## src/rtl/hotp_pkg.sv

```systemverilog
`timescale 1ns / 1ps
// ----------------------------------------------------------------------------
// hotp_pkg
// Shared types and constants for the HOTP code generator.
// ----------------------------------------------------------------------------
package hotp_pkg;

   localparam int NUM_DIGITS = 6;

   localparam int CTR_W = 64;
   localparam int KEY_W = 64;
   localparam int OTP_W = 20;
   localparam int CSR_IDX_W = 3;
   localparam int NUM_KEY_WORDS = 4;

   localparam int unsigned CODE_MOD = 10 ** NUM_DIGITS;
   localparam int REM_W = $clog2(CODE_MOD);
   localparam int TRUNC_W = 31;

   // remainder by reciprocal: 10^n = 2^n * 5^n, so drop n low bits and
   // multiply by a rounded-up reciprocal of 5^n for an exact quotient
   localparam int MOD_ODD = 5 ** NUM_DIGITS;
   localparam int MOD_ODD_W = $clog2(MOD_ODD);
   localparam int QV_W = TRUNC_W - NUM_DIGITS;
   localparam int RECIP_W = QV_W + 1;
   localparam int PROD_W = QV_W + RECIP_W;
   localparam int QUOT_W = RECIP_W - MOD_ODD_W;
   localparam logic [RECIP_W-1:0] RECIP_K = RECIP_W'(
      ((64'd1 << (QV_W + MOD_ODD_W)) + 64'(MOD_ODD) - 64'd1) / 64'(MOD_ODD));

   localparam int BLOCK_W = 512;
   localparam int DIGEST_W = 160;
   localparam int ROUND_W = 7;
   localparam logic [ROUND_W-1:0] LAST_ROUND = ROUND_W'(79);

   localparam logic [DIGEST_W-1:0] SHA1_IV = {
      32'h67452301, 32'hEFCDAB89, 32'h98BADCFE, 32'h10325476, 32'hC3D2E1F0};
   localparam logic [31:0] SHA1_K0 = 32'h5A827999;
   localparam logic [31:0] SHA1_K1 = 32'h6ED9EBA1;
   localparam logic [31:0] SHA1_K2 = 32'h8F1BBCDC;
   localparam logic [31:0] SHA1_K3 = 32'hCA62C1D6;

   localparam logic [7:0] IPAD = 8'h36;
   localparam logic [7:0] OPAD = 8'h5C;
   // message lengths in bits: key block plus counter, key block plus digest
   localparam logic [63:0] INNER_LEN = 64'd576;
   localparam logic [63:0] OUTER_LEN = 64'd672;

   // key register indexes
   localparam logic [CSR_IDX_W-1:0] CSR_KEY_0 = CSR_IDX_W'(0);
   localparam logic [CSR_IDX_W-1:0] CSR_KEY_1 = CSR_IDX_W'(1);
   localparam logic [CSR_IDX_W-1:0] CSR_KEY_2 = CSR_IDX_W'(2);
   localparam logic [CSR_IDX_W-1:0] CSR_KEY_3 = CSR_IDX_W'(3);

   typedef enum logic [2:0] {
      ST_IDLE,
      ST_INNER1,
      ST_INNER2,
      ST_OUTER1,
      ST_OUTER2,
      ST_MOD
   } hotp_state_type;

   typedef struct packed {
      logic start;
      logic init;
   } sha_ctl_type;

endpackage

```

## src/rtl/hotp_sha1_core.sv

```systemverilog
`timescale 1ns / 1ps
// ----------------------------------------------------------------------------
// hotp_sha1_core
// Round-serial SHA-1 compression: one round per cycle, with a load step before the rounds and a digest add after them.
// ----------------------------------------------------------------------------
module hotp_sha1_core (
   input  logic                          clock,
   input  logic                          reset,
   input  hotp_pkg::sha_ctl_type         ctl,
   input  logic [hotp_pkg::BLOCK_W-1:0]  block,
   output logic                          done,
   output logic [hotp_pkg::DIGEST_W-1:0] digest
);
   import hotp_pkg::*;

   logic [31:0] w_ff [16];
   logic [31:0] w_in [16];
   logic [31:0] a_ff, b_ff, c_ff, d_ff, e_ff;
   logic [31:0] a_in, b_in, c_in, d_in, e_in;
   logic [DIGEST_W-1:0] h_ff, h_in;
   logic [ROUND_W-1:0] round_ff, round_in;
   logic run_ff, run_in, fin_ff, fin_in, done_ff, done_in;
   logic [31:0] f, k, t, w_new;
   logic [DIGEST_W-1:0] h_start;

   always_comb begin
      if (round_ff < ROUND_W'(20)) begin
         f = (b_ff & c_ff) | (~b_ff & d_ff);
         k = SHA1_K0;
      end else if (round_ff < ROUND_W'(40)) begin
         f = b_ff ^ c_ff ^ d_ff;
         k = SHA1_K1;
      end else if (round_ff < ROUND_W'(60)) begin
         f = (b_ff & c_ff) | (b_ff & d_ff) | (c_ff & d_ff);
         k = SHA1_K2;
      end else begin
         f = b_ff ^ c_ff ^ d_ff;
         k = SHA1_K3;
      end
      t = {a_ff[26:0], a_ff[31:27]} + f + e_ff + k + w_ff[0];
      w_new = w_ff[13] ^ w_ff[8] ^ w_ff[2] ^ w_ff[0];
   end

   assign h_start = ctl.init ? SHA1_IV : h_ff;

   always_comb begin
      w_in = w_ff;
      a_in = a_ff; b_in = b_ff; c_in = c_ff; d_in = d_ff; e_in = e_ff;
      h_in = h_ff;
      round_in = round_ff;
      run_in = run_ff;
      fin_in = 1'b0;
      done_in = 1'b0;
      if (ctl.start) begin
         for (int i = 0; i < 16; i++) begin
            w_in[i] = block[BLOCK_W-1-32*i -: 32];
         end
         h_in = h_start;
         a_in = h_start[159:128];
         b_in = h_start[127:96];
         c_in = h_start[95:64];
         d_in = h_start[63:32];
         e_in = h_start[31:0];
         round_in = '0;
         run_in = 1'b1;
      end else if (run_ff) begin
         for (int i = 0; i < 15; i++) begin
            w_in[i] = w_ff[i+1];
         end
         w_in[15] = {w_new[30:0], w_new[31]};
         e_in = d_ff;
         d_in = c_ff;
         c_in = {b_ff[1:0], b_ff[31:2]};
         b_in = a_ff;
         a_in = t;
         round_in = round_ff + ROUND_W'(1);
         if (round_ff == LAST_ROUND) begin
            run_in = 1'b0;
            fin_in = 1'b1;
         end
      end else if (fin_ff) begin
         h_in = {h_ff[159:128] + a_ff, h_ff[127:96] + b_ff, h_ff[95:64] + c_ff,
                 h_ff[63:32] + d_ff, h_ff[31:0] + e_ff};
         done_in = 1'b1;
      end
   end

   always_ff @(posedge clock) begin
      w_ff <= w_in;
      a_ff <= a_in; b_ff <= b_in; c_ff <= c_in; d_ff <= d_in; e_ff <= e_in;
      h_ff <= h_in;
      round_ff <= round_in;
      if (reset) begin
         run_ff <= 1'b0;
         fin_ff <= 1'b0;
         done_ff <= 1'b0;
      end else begin
         run_ff <= run_in;
         fin_ff <= fin_in;
         done_ff <= done_in;
      end
   end

   assign done = done_ff;
   assign digest = h_ff;

endmodule

```

## src/rtl/hotp_mod_unit.sv

```systemverilog
`timescale 1ns / 1ps
// ----------------------------------------------------------------------------
// hotp_mod_unit
// Remainder of a 31-bit value by the code modulus: reciprocal multiply for
// the quotient, multiply back, subtract.
// ----------------------------------------------------------------------------
module hotp_mod_unit (
   input  logic                         clock,
   input  logic                         reset,
   input  logic                         start,
   input  logic [hotp_pkg::TRUNC_W-1:0] value,
   output logic                         done,
   output logic [hotp_pkg::REM_W-1:0]   remainder
);
   import hotp_pkg::*;

   logic [TRUNC_W-1:0] val_ff, val_in;
   logic [PROD_W-1:0] prod_ff, prod_in;
   logic [TRUNC_W-1:0] qmul_ff, qmul_in;
   logic [REM_W-1:0] rem_ff, rem_in;
   // one-hot step: product, quotient times modulus, remainder
   logic [2:0] stage_ff, stage_in;
   logic done_ff, done_in;
   logic [QUOT_W-1:0] quot;

   assign quot = prod_ff[PROD_W-1 -: QUOT_W];

   always_comb begin
      val_in = val_ff;
      prod_in = prod_ff;
      qmul_in = qmul_ff;
      rem_in = rem_ff;
      stage_in = {stage_ff[1:0], start};
      done_in = stage_ff[2];
      if (start) begin
         val_in = value;
      end
      if (stage_ff[0]) begin
         prod_in = PROD_W'(val_ff[TRUNC_W-1 -: QV_W]) * PROD_W'(RECIP_K);
      end
      if (stage_ff[1]) begin
         qmul_in = TRUNC_W'(quot) * TRUNC_W'(CODE_MOD);
      end
      if (stage_ff[2]) begin
         rem_in = REM_W'(val_ff - qmul_ff);
      end
   end

   always_ff @(posedge clock) begin
      val_ff <= val_in;
      prod_ff <= prod_in;
      qmul_ff <= qmul_in;
      rem_ff <= rem_in;
      if (reset) begin
         stage_ff <= '0;
         done_ff <= 1'b0;
      end else begin
         stage_ff <= stage_in;
         done_ff <= done_in;
      end
   end

   assign done = done_ff;
   assign remainder = rem_ff;

endmodule

```

## src/rtl/hotp_code_generator.sv

```systemverilog
`timescale 1ns / 1ps
// ----------------------------------------------------------------------------
// hotp_code_generator
// HOTP one-time code: HMAC-SHA1 over a 64-bit counter, dynamic truncation,
// reduction modulo 10^NUM_DIGITS.
//
// Usage:
//   csr_*  : key write channel; csr_ready is always high. Index 0..3 selects
//            key word 0..3, other indexes are dropped. Write only while idle.
//   start  : a transaction is taken when start is high and busy is low;
//            req_moving_counter is captured then.
//   rsp_*  : rsp_valid pulses for one cycle with rsp_otp_code.
// A transaction runs 4 SHA-1 blocks (80 rounds each of the shared round
// unit plus load and digest add), then the reciprocal modulo unit and the
// output register. busy is high from the accepting edge until rsp_valid
// rises, so one transaction is in flight at a time; the next start may be
// taken at the edge that ends the rsp_valid cycle.
// Reset clears the key words to zero and returns the block to idle.
// The receiver cannot stall: each result is shown for exactly one cycle.
// ----------------------------------------------------------------------------
module hotp_code_generator (
   input  logic                           clock,
   input  logic                           reset,
   input  logic                           csr_valid,
   output logic                           csr_ready,
   input  logic [hotp_pkg::CSR_IDX_W-1:0] csr_index,
   input  logic [hotp_pkg::KEY_W-1:0]     csr_wdata,
   input  logic                           start,
   output logic                           busy,
   input  logic [hotp_pkg::CTR_W-1:0]     req_moving_counter,
   output logic                           rsp_valid,
   output logic [hotp_pkg::OTP_W-1:0]     rsp_otp_code
);
   import hotp_pkg::*;

   hotp_state_type state_ff, state_in;
   logic [KEY_W-1:0] key_ff [NUM_KEY_WORDS];
   logic [CTR_W-1:0] ctr_ff;
   logic [DIGEST_W-1:0] ihash_ff;
   logic rsp_valid_ff, rsp_valid_in;
   logic [OTP_W-1:0] rsp_otp_code_ff, rsp_otp_code_in;

   sha_ctl_type sha_ctl;
   logic [BLOCK_W-1:0] sha_block;
   logic sha_done;
   logic [DIGEST_W-1:0] sha_digest;
   logic mod_start, mod_done;
   logic [REM_W-1:0] mod_rem;
   logic [TRUNC_W-1:0] trunc_val;
   logic [DIGEST_W-1:0] digest_shifted;
   logic [255:0] key_bits;
   logic accept;

   assign csr_ready = 1'b1;
   assign accept = start && (state_ff == ST_IDLE);
   assign key_bits = {key_ff[0], key_ff[1], key_ff[2], key_ff[3]};

   always_comb begin
      state_in = state_ff;
      unique case (state_ff)
         ST_IDLE:   if (start) state_in = ST_INNER1;
         ST_INNER1: if (sha_done) state_in = ST_INNER2;
         ST_INNER2: if (sha_done) state_in = ST_OUTER1;
         ST_OUTER1: if (sha_done) state_in = ST_OUTER2;
         ST_OUTER2: if (sha_done) state_in = ST_MOD;
         ST_MOD:    if (mod_done) state_in = ST_IDLE;
         default:   state_in = ST_IDLE;
      endcase
   end

   always_comb begin
      sha_ctl = '0;
      sha_block = '0;
      mod_start = 1'b0;
      unique case (state_ff)
         ST_IDLE: begin
            sha_ctl.start = start;
            sha_ctl.init = 1'b1;
            sha_block = {key_bits, 256'd0} ^ {64{IPAD}};
         end
         ST_INNER1: begin
            sha_ctl.start = sha_done;
            sha_block = {ctr_ff, 8'h80, 376'd0, INNER_LEN};
         end
         ST_INNER2: begin
            sha_ctl.start = sha_done;
            sha_ctl.init = 1'b1;
            sha_block = {key_bits, 256'd0} ^ {64{OPAD}};
         end
         ST_OUTER1: begin
            sha_ctl.start = sha_done;
            sha_block = {ihash_ff, 8'h80, 280'd0, OUTER_LEN};
         end
         ST_OUTER2: mod_start = sha_done;
         ST_MOD: ;
         default: ;
      endcase
   end

   // dynamic truncation: low nibble of the last byte picks the byte offset
   assign digest_shifted = sha_digest << {sha_digest[3:0], 3'b000};
   assign trunc_val = digest_shifted[DIGEST_W-2 -: TRUNC_W];

   assign rsp_valid_in = (state_ff == ST_MOD) && mod_done;
   assign rsp_otp_code_in = OTP_W'(mod_rem);

   always_ff @(posedge clock) begin
      if (accept) begin
         ctr_ff <= req_moving_counter;
      end
      if ((state_ff == ST_INNER2) && sha_done) begin
         ihash_ff <= sha_digest;
      end
      rsp_otp_code_ff <= rsp_otp_code_in;
      if (reset) begin
         state_ff <= ST_IDLE;
         rsp_valid_ff <= 1'b0;
         for (int i = 0; i < NUM_KEY_WORDS; i++) begin
            key_ff[i] <= '0;
         end
      end else begin
         state_ff <= state_in;
         rsp_valid_ff <= rsp_valid_in;
         if (csr_valid) begin
            unique case (csr_index)
               CSR_KEY_0: key_ff[0] <= csr_wdata;
               CSR_KEY_1: key_ff[1] <= csr_wdata;
               CSR_KEY_2: key_ff[2] <= csr_wdata;
               CSR_KEY_3: key_ff[3] <= csr_wdata;
               default: ;
            endcase
         end
      end
   end

   hotp_sha1_core u_sha1 (
      .clock  (clock),
      .reset  (reset),
      .ctl    (sha_ctl),
      .block  (sha_block),
      .done   (sha_done),
      .digest (sha_digest)
   );

   hotp_mod_unit u_mod (
      .clock     (clock),
      .reset     (reset),
      .start     (mod_start),
      .value     (trunc_val),
      .done      (mod_done),
      .remainder (mod_rem)
   );

   assign busy = (state_ff != ST_IDLE);
   assign rsp_valid = rsp_valid_ff;
   assign rsp_otp_code = rsp_otp_code_ff;

endmodule

```

## config.mk

```make
export PLATFORM = sky130hd
export DESIGN_NAME = hotp_code_generator
export DESIGN_NICKNAME = d
export VERILOG_FILES = /design/src/rtl/hotp_pkg.sv /design/src/rtl/hotp_sha1_core.sv /design/src/rtl/hotp_mod_unit.sv /design/src/rtl/hotp_code_generator.sv
export SDC_FILE = /design/constraint.sdc
export NUM_CORES = 2
export LEC_CHECK = 0
export ABC_AREA = 1
export BUFFER_PORTS_ARGS = -buffer_cell sky130_fd_sc_hd__buf_2
export CORE_MARGIN = 1.5
export CORE_UTILIZATION = 45
export DETAILED_ROUTE_END_ITERATION = 7
export PLACE_DENSITY_LB_ADDON = 0.15
export SLEW_MARGIN = 25
export SYNTH_ARGS = -nofsm -noshare
export SYNTH_HDL_FRONTEND = slang
export SYNTH_HIERARCHICAL = 1
export SYNTH_SLANG_ARGS = --single-unit
```

## constraint.sdc

```tcl
create_clock -name clock -period 44.2 [get_ports clock]
set_input_delay 6.63 -clock clock [delete_from_list [all_inputs] [get_ports clock]]
set_output_delay 6.63 -clock clock [all_outputs]
set_load 0.03 [all_outputs]
```

Yosys cells after proc, flatten, opt, wreduce, memory -nomap -nowiden
Memories as Yosys holds them, arrays and structs flattened.
Cells that the tools add are included.
- bits in registers: 1210
- bits in latches: 0
- bits in writable memories: 256
- bits in read-only memories: 0
- input port bits: 135
- memories kept: 1
- memories (memory ; depth ; bits a word ; read ports ; clocked after Yosys merged registers in ; wr ports ; RTL line ; source):
    key_ff ; 4 ; 64 ; 4 ; 0 ; 4 ; hotp_code_generator.sv:37 ; logic [KEY_W-1:0] key_ff [NUM_KEY_WORDS];
- $add $sub $neg: 11
- multipliers: 2
- divide/modulo/power cells: 0
- order comparisons: 3
- equality and inequality tests: 16
- shifts and indexed selects: 1
- multiplexer cells: 60
- bitwise logic cells: 20
- reduce and logical (&&, ||, !) cells: 14
- operators by type and width (cell ; number):
    case mux 512 bit (4 select lines) ; 1
    two-way mux 512 bit ; 2
    two-way mux 160 bit ; 4
    inverter 256 bit ; 2
    two-way mux 32 bit ; 15
    adder 32 bit ; 9
    two-way mux 64 bit ; 4
    left shift 160 x 7 -> 159 bit ; 1
    bitwise XOR 32 bit ; 5
    bitwise AND 32 bit ; 4
    bitwise OR 32 bit ; 3
    multiplier 25 x 26 -> 51 bit, second input constant ; 1
    inverter 32 bit ; 1
    two-way mux 31 bit ; 1
    two-way mux 1 bit ; 25
    subtractor 20 bit ; 1
    two-way mux 3 bit ; 6
    case mux 3 bit (6 select lines) ; 1
    < comparator 7 x 6 -> 1 bit, second input constant ; 2
    multiplier 12 x 14 -> 14 bit, second input constant ; 1
    equality test 3 x 2 -> 1 bit, second input constant ; 4
    inequality test 2 x 1 -> 1 bit, second input constant ; 5
    OR reduction 3 bit ; 3
    adder 7 x 1 -> 7 bit, second input constant ; 1
    15 further kinds ; 25

Logic depth before layout (Yosys ltp)
- word-level depth: 12
- gate-level depth with buffers: 30
- depth with buffers taken out: 29

Modules after synthesis
Netlist, hierarchy kept.
- by module, submodules not included (module ; instances ; cells each ; area each (um^2) ; seq. area each (um^2)):
    hotp_sha1_core ; 1 ; 6094 ; 51441.8 ; 25184.2
    hotp_code_generator ; 1 ; 2498 ; 23880.4 ; 14894.3
    hotp_mod_unit ; 1 ; 1874 ; 16011.6 ; 2392.3

Worst setup path before layout
No wires, ideal clock.
- path type: input-to-reg
- from: input port start
- to: register u_sha1.a_ff[0] (enable)
- setup time: 1.074 ns
- data arrival time: 24.129 ns
- data required time: 43.126 ns
- slack: 18.997 ns
- stages on the path: 7
- cells stage by stage: inv_1 > nor2_1 > a31o_2 > inv_1 > buf_2 > clkbuf_1 > nand2_1
- RTL lines (what ; RTL line ; source):
    from (decl) ; hotp_code_generator.sv:28 ; input logic start,
    to (signal assigned) ; hotp_sha1_core.sv:90 ; a_ff <= a_in; b_ff <= b_in; c_ff <= c_in; d_ff <= d_in; e_ff <= e_in;
    to (decl) ; hotp_sha1_core.sv:18 ; logic [31:0] a_ff, b_ff, c_ff, d_ff, e_ff;

==> results.sh <==
export IMPL_numCtsBuffers=167
export IMPL_fmax_ghz=0.0754
export IMPL_routedWlPerCell_um=27.3
export IMPL_timing_critical_path_buf_inv=9
export IMPL_first_global_vias=71500
export IMPL_synth_edf_count=1389
export IMPL_crit_top_cell="buf_4"
export IMPL_synth_top_cell_by_area="edfxtp_1"
export IMPL_area_growth_pct=9.81
export IMPL_outcome="finished clean"
export IMPL_synth_cells=10500
export IMPL_placement_io_buffers=156
export IMPL_dieArea_um2=206000
export IMPL_seq_area_frac_synth_pct=46.5
export IMPL_cp_max_fo=121
export IMPL_antenna_found_initial=42
export IMPL_gr_total_overflow=0
export IMPL_path_class="in2reg"
export IMPL_path_cells="buf_2, inv_1, nor2_4, buf_4, a31o_4, inv_8, nand2_4, buf_4, buf_4, buf_4, buf_4, buf_4"
export IMPL_ys_seq_elements=1427
export IMPL_drv_slew=0
export IMPL_io_pins=158
export IMPL_totalWireLength_um=366000
export IMPL_slew_headroom_pct=27.0
export IMPL_globalRouteTotalUtil_pct=35.2
export IMPL_period_needed_ns=13.26
export IMPL_gp_congestion=1.06
export IMPL_cp_end_kind="flop"
export IMPL_cp_data_arrival_time_ns=13.71
export IMPL_critPathRequiredTime_ns=44.65
export IMPL_max_clock_path_buffers=3
export IMPL_drt_iter0_markers=9857
export IMPL_synth_yosys_warnings=6
export IMPL_clkLatencyLatePin_ns=0.84
export IMPL_antenna_left=0
export IMPL_cts_sinks=1427
export IMPL_die_w_um=454
export IMPL_final_cell_mix="nand2_1 (3548), edfxtp_1 (1389), inv_1 (1311)"
export IMPL_post_route_period_util_pct=30.0
export IMPL_root_buffer="clkbuf_16"
export IMPL_drv_cap=0
export IMPL_start_kind="input port"
export IMPL_worst_slew_pin_transition_ns=1.09
export IMPL_cts_repair_resized=0
export IMPL_drc=0
export IMPL_dp_final_hpwl_um=277000
export IMPL_post_route_cells_drive_above_1_share_pct=5.32
export IMPL_hold_path_class="reg2reg"
export IMPL_hold_viol=0
export IMPL_finalSetupTns_ns=0
export IMPL_core_um2=202000
export IMPL_yosys_area_top_type_share_pct=45.7
export IMPL_async_flop_share_pct=0
export IMPL_syn_avg_cell_area_um2=8.73
export IMPL_holdWs_ns=0.342
export IMPL_rsz0062_at_grt="false"
export IMPL_layout_nets=11500
export IMPL_vias_per_cell=5.66
export IMPL_vias=75800
export IMPL_cts_tree="done"
export IMPL_max_stage_delay_ns=0.90
export IMPL_initial_utilization_pct=45.2
export IMPL_crit_family="buffers and inverters"
export IMPL_layout_commonest_cell="nand2_1"
export IMPL_die_h_um=454
export IMPL_synth_area_um2=91300
export IMPL_first_pass_iters=7
export IMPL_grt_max_degree=192
export IMPL_clk_pin_slew_worst_paths_ns=0.06
export IMPL_htree_levels=4
export IMPL_finalSetupViolCount=0
export IMPL_clock_skew_ns=0.0508
export IMPL_synth_cell_types=56
export IMPL_synthTopCellsByArea="edfxtp_1 (46%), nand2_1 (15%), fa_1 (7.9%)"
export IMPL_cts_setup_buffers=0
export IMPL_rows=165
export IMPL_ys_flop_type="edfxtp_1"
export IMPL_reg2reg_slack_ns=35.65
export IMPL_crit_slowest_cell="nand2_4"
export IMPL_postCtsHoldBufs=0
export IMPL_grt_pass1_wl_um=516000
==> worst reg2reg max path: cells and delay by family, from the launching register on <==
family | cells | cell delay (ns)
AO/OA/AOI/OAI | 1 | 0.46
buffers and inverters | 7 | 5.20
flip-flops | 1 | 0.43
AND/OR/NAND/NOR | 4 | 2.02
==> kinds of logic after synthesis <==
group,count (synthesis),share of synthesized area [%]
AOI/OAI and AO/OA,1182,7.44
xor gates and xnor gates,153,1.47
DFF,1427,46.5
and+or+nand+nor,5168,22.8
buffers and inverters,1690,7.28
adders and majority gates,844,14.5
other,2,0.00822
==> path summary, 6_finish.rpt <==
path / cells past startpoint / end / startpoint
worst max-delay path: 12 / u_sha1/w_ff[398]$_DFFE_PP_ / start
worst min register to register: 0 / rsp_otp_code[19]$_DFF_P_ / u_mod/remainder[19]$_DFFE_PP_
worst min-delay path: 0 / rsp_otp_code[19]$_DFF_P_ / u_mod/remainder[19]$_DFFE_PP_
worst max register to register: 12 / u_sha1/w_ff[398]$_DFFE_PP_ / state_ff[0]$_SDFFE_PP0P_
==> flip-flops by register name, indices dropped and copies added (netlist names), 32 cells and up <==
signal,cells
ctr_ff,64
key_ff,256
ihash_ff,160
u_sha1/e_ff,32
u_sha1/digest,160
u_sha1/c_ff,32
u_sha1/w_ff,512
u_sha1/a_ff,32
u_sha1/d_ff,32
u_sha1/b_ff,32
==> final cells by class <==
class	instances	area (um^2)
Clock inverter	94	1010
Fill cell	19300	102000
Timing Repair Buffer	231	1410
Tap cell	2672	3340
Clock buffer	211	4410
Inverter	1330	5020
Multi-Input combinational cell	7411	42600
Antenna cell	17	42.5
Sequential cell	1427	42500
==> synthesized netlist by cell type, types with 16 or more instances <==
library cell	count
a21boi_0	25
nor3_1	34
nand3b_1	20
dfxtp_1	38
o21ai_1	33
fa_1	362
buf_1	27
xor2_1	23
nand2_1	3553
edfxtp_1	1389
a21o_1	33
nand3_1	608
ha_1	482
o211ai_1	104
and2_1	16
o2111ai_1	32
xnor2_1	130
inv_2	16
clkbuf_1	188
a22o_1	23
buf_2	115
buf_4	16
nor2_2	16
a21oi_1	293
inv_1	1313
nand4_1	51
nor2_1	803
o22ai_1	43
o21ai_0	513
o21bai_1	21
==> per-stage QoR <==
step	utilization, %	setup WS (ns)	cell area, um^2	instances
final	49.7	30.94	100000	13400
after floorplan	-	19.00	91600	10500
after global placement	46.9	30.40	94800	13100
after CTS	49.6	31.17	100000	13400
after global routing	49.7	30.75	100000	13400
after detailed placement	46.9	30.25	94800	13100
==> layer usage <==
layer	up-vias	GRT usage [%]	share of wire (%)	wire length, um
met1	36700	48.6	41	150000
met4	32	17.1	5.8	21100
met2	3949	50.2	41	151000
li1	34400	-	-	-
met3	743	10.6	12	43700
met5	-	0	0.061	224
Power is left out: the tool's default activity adds up to more than one toggle a clock period on the data nets, which glitch-free logic cannot reach.
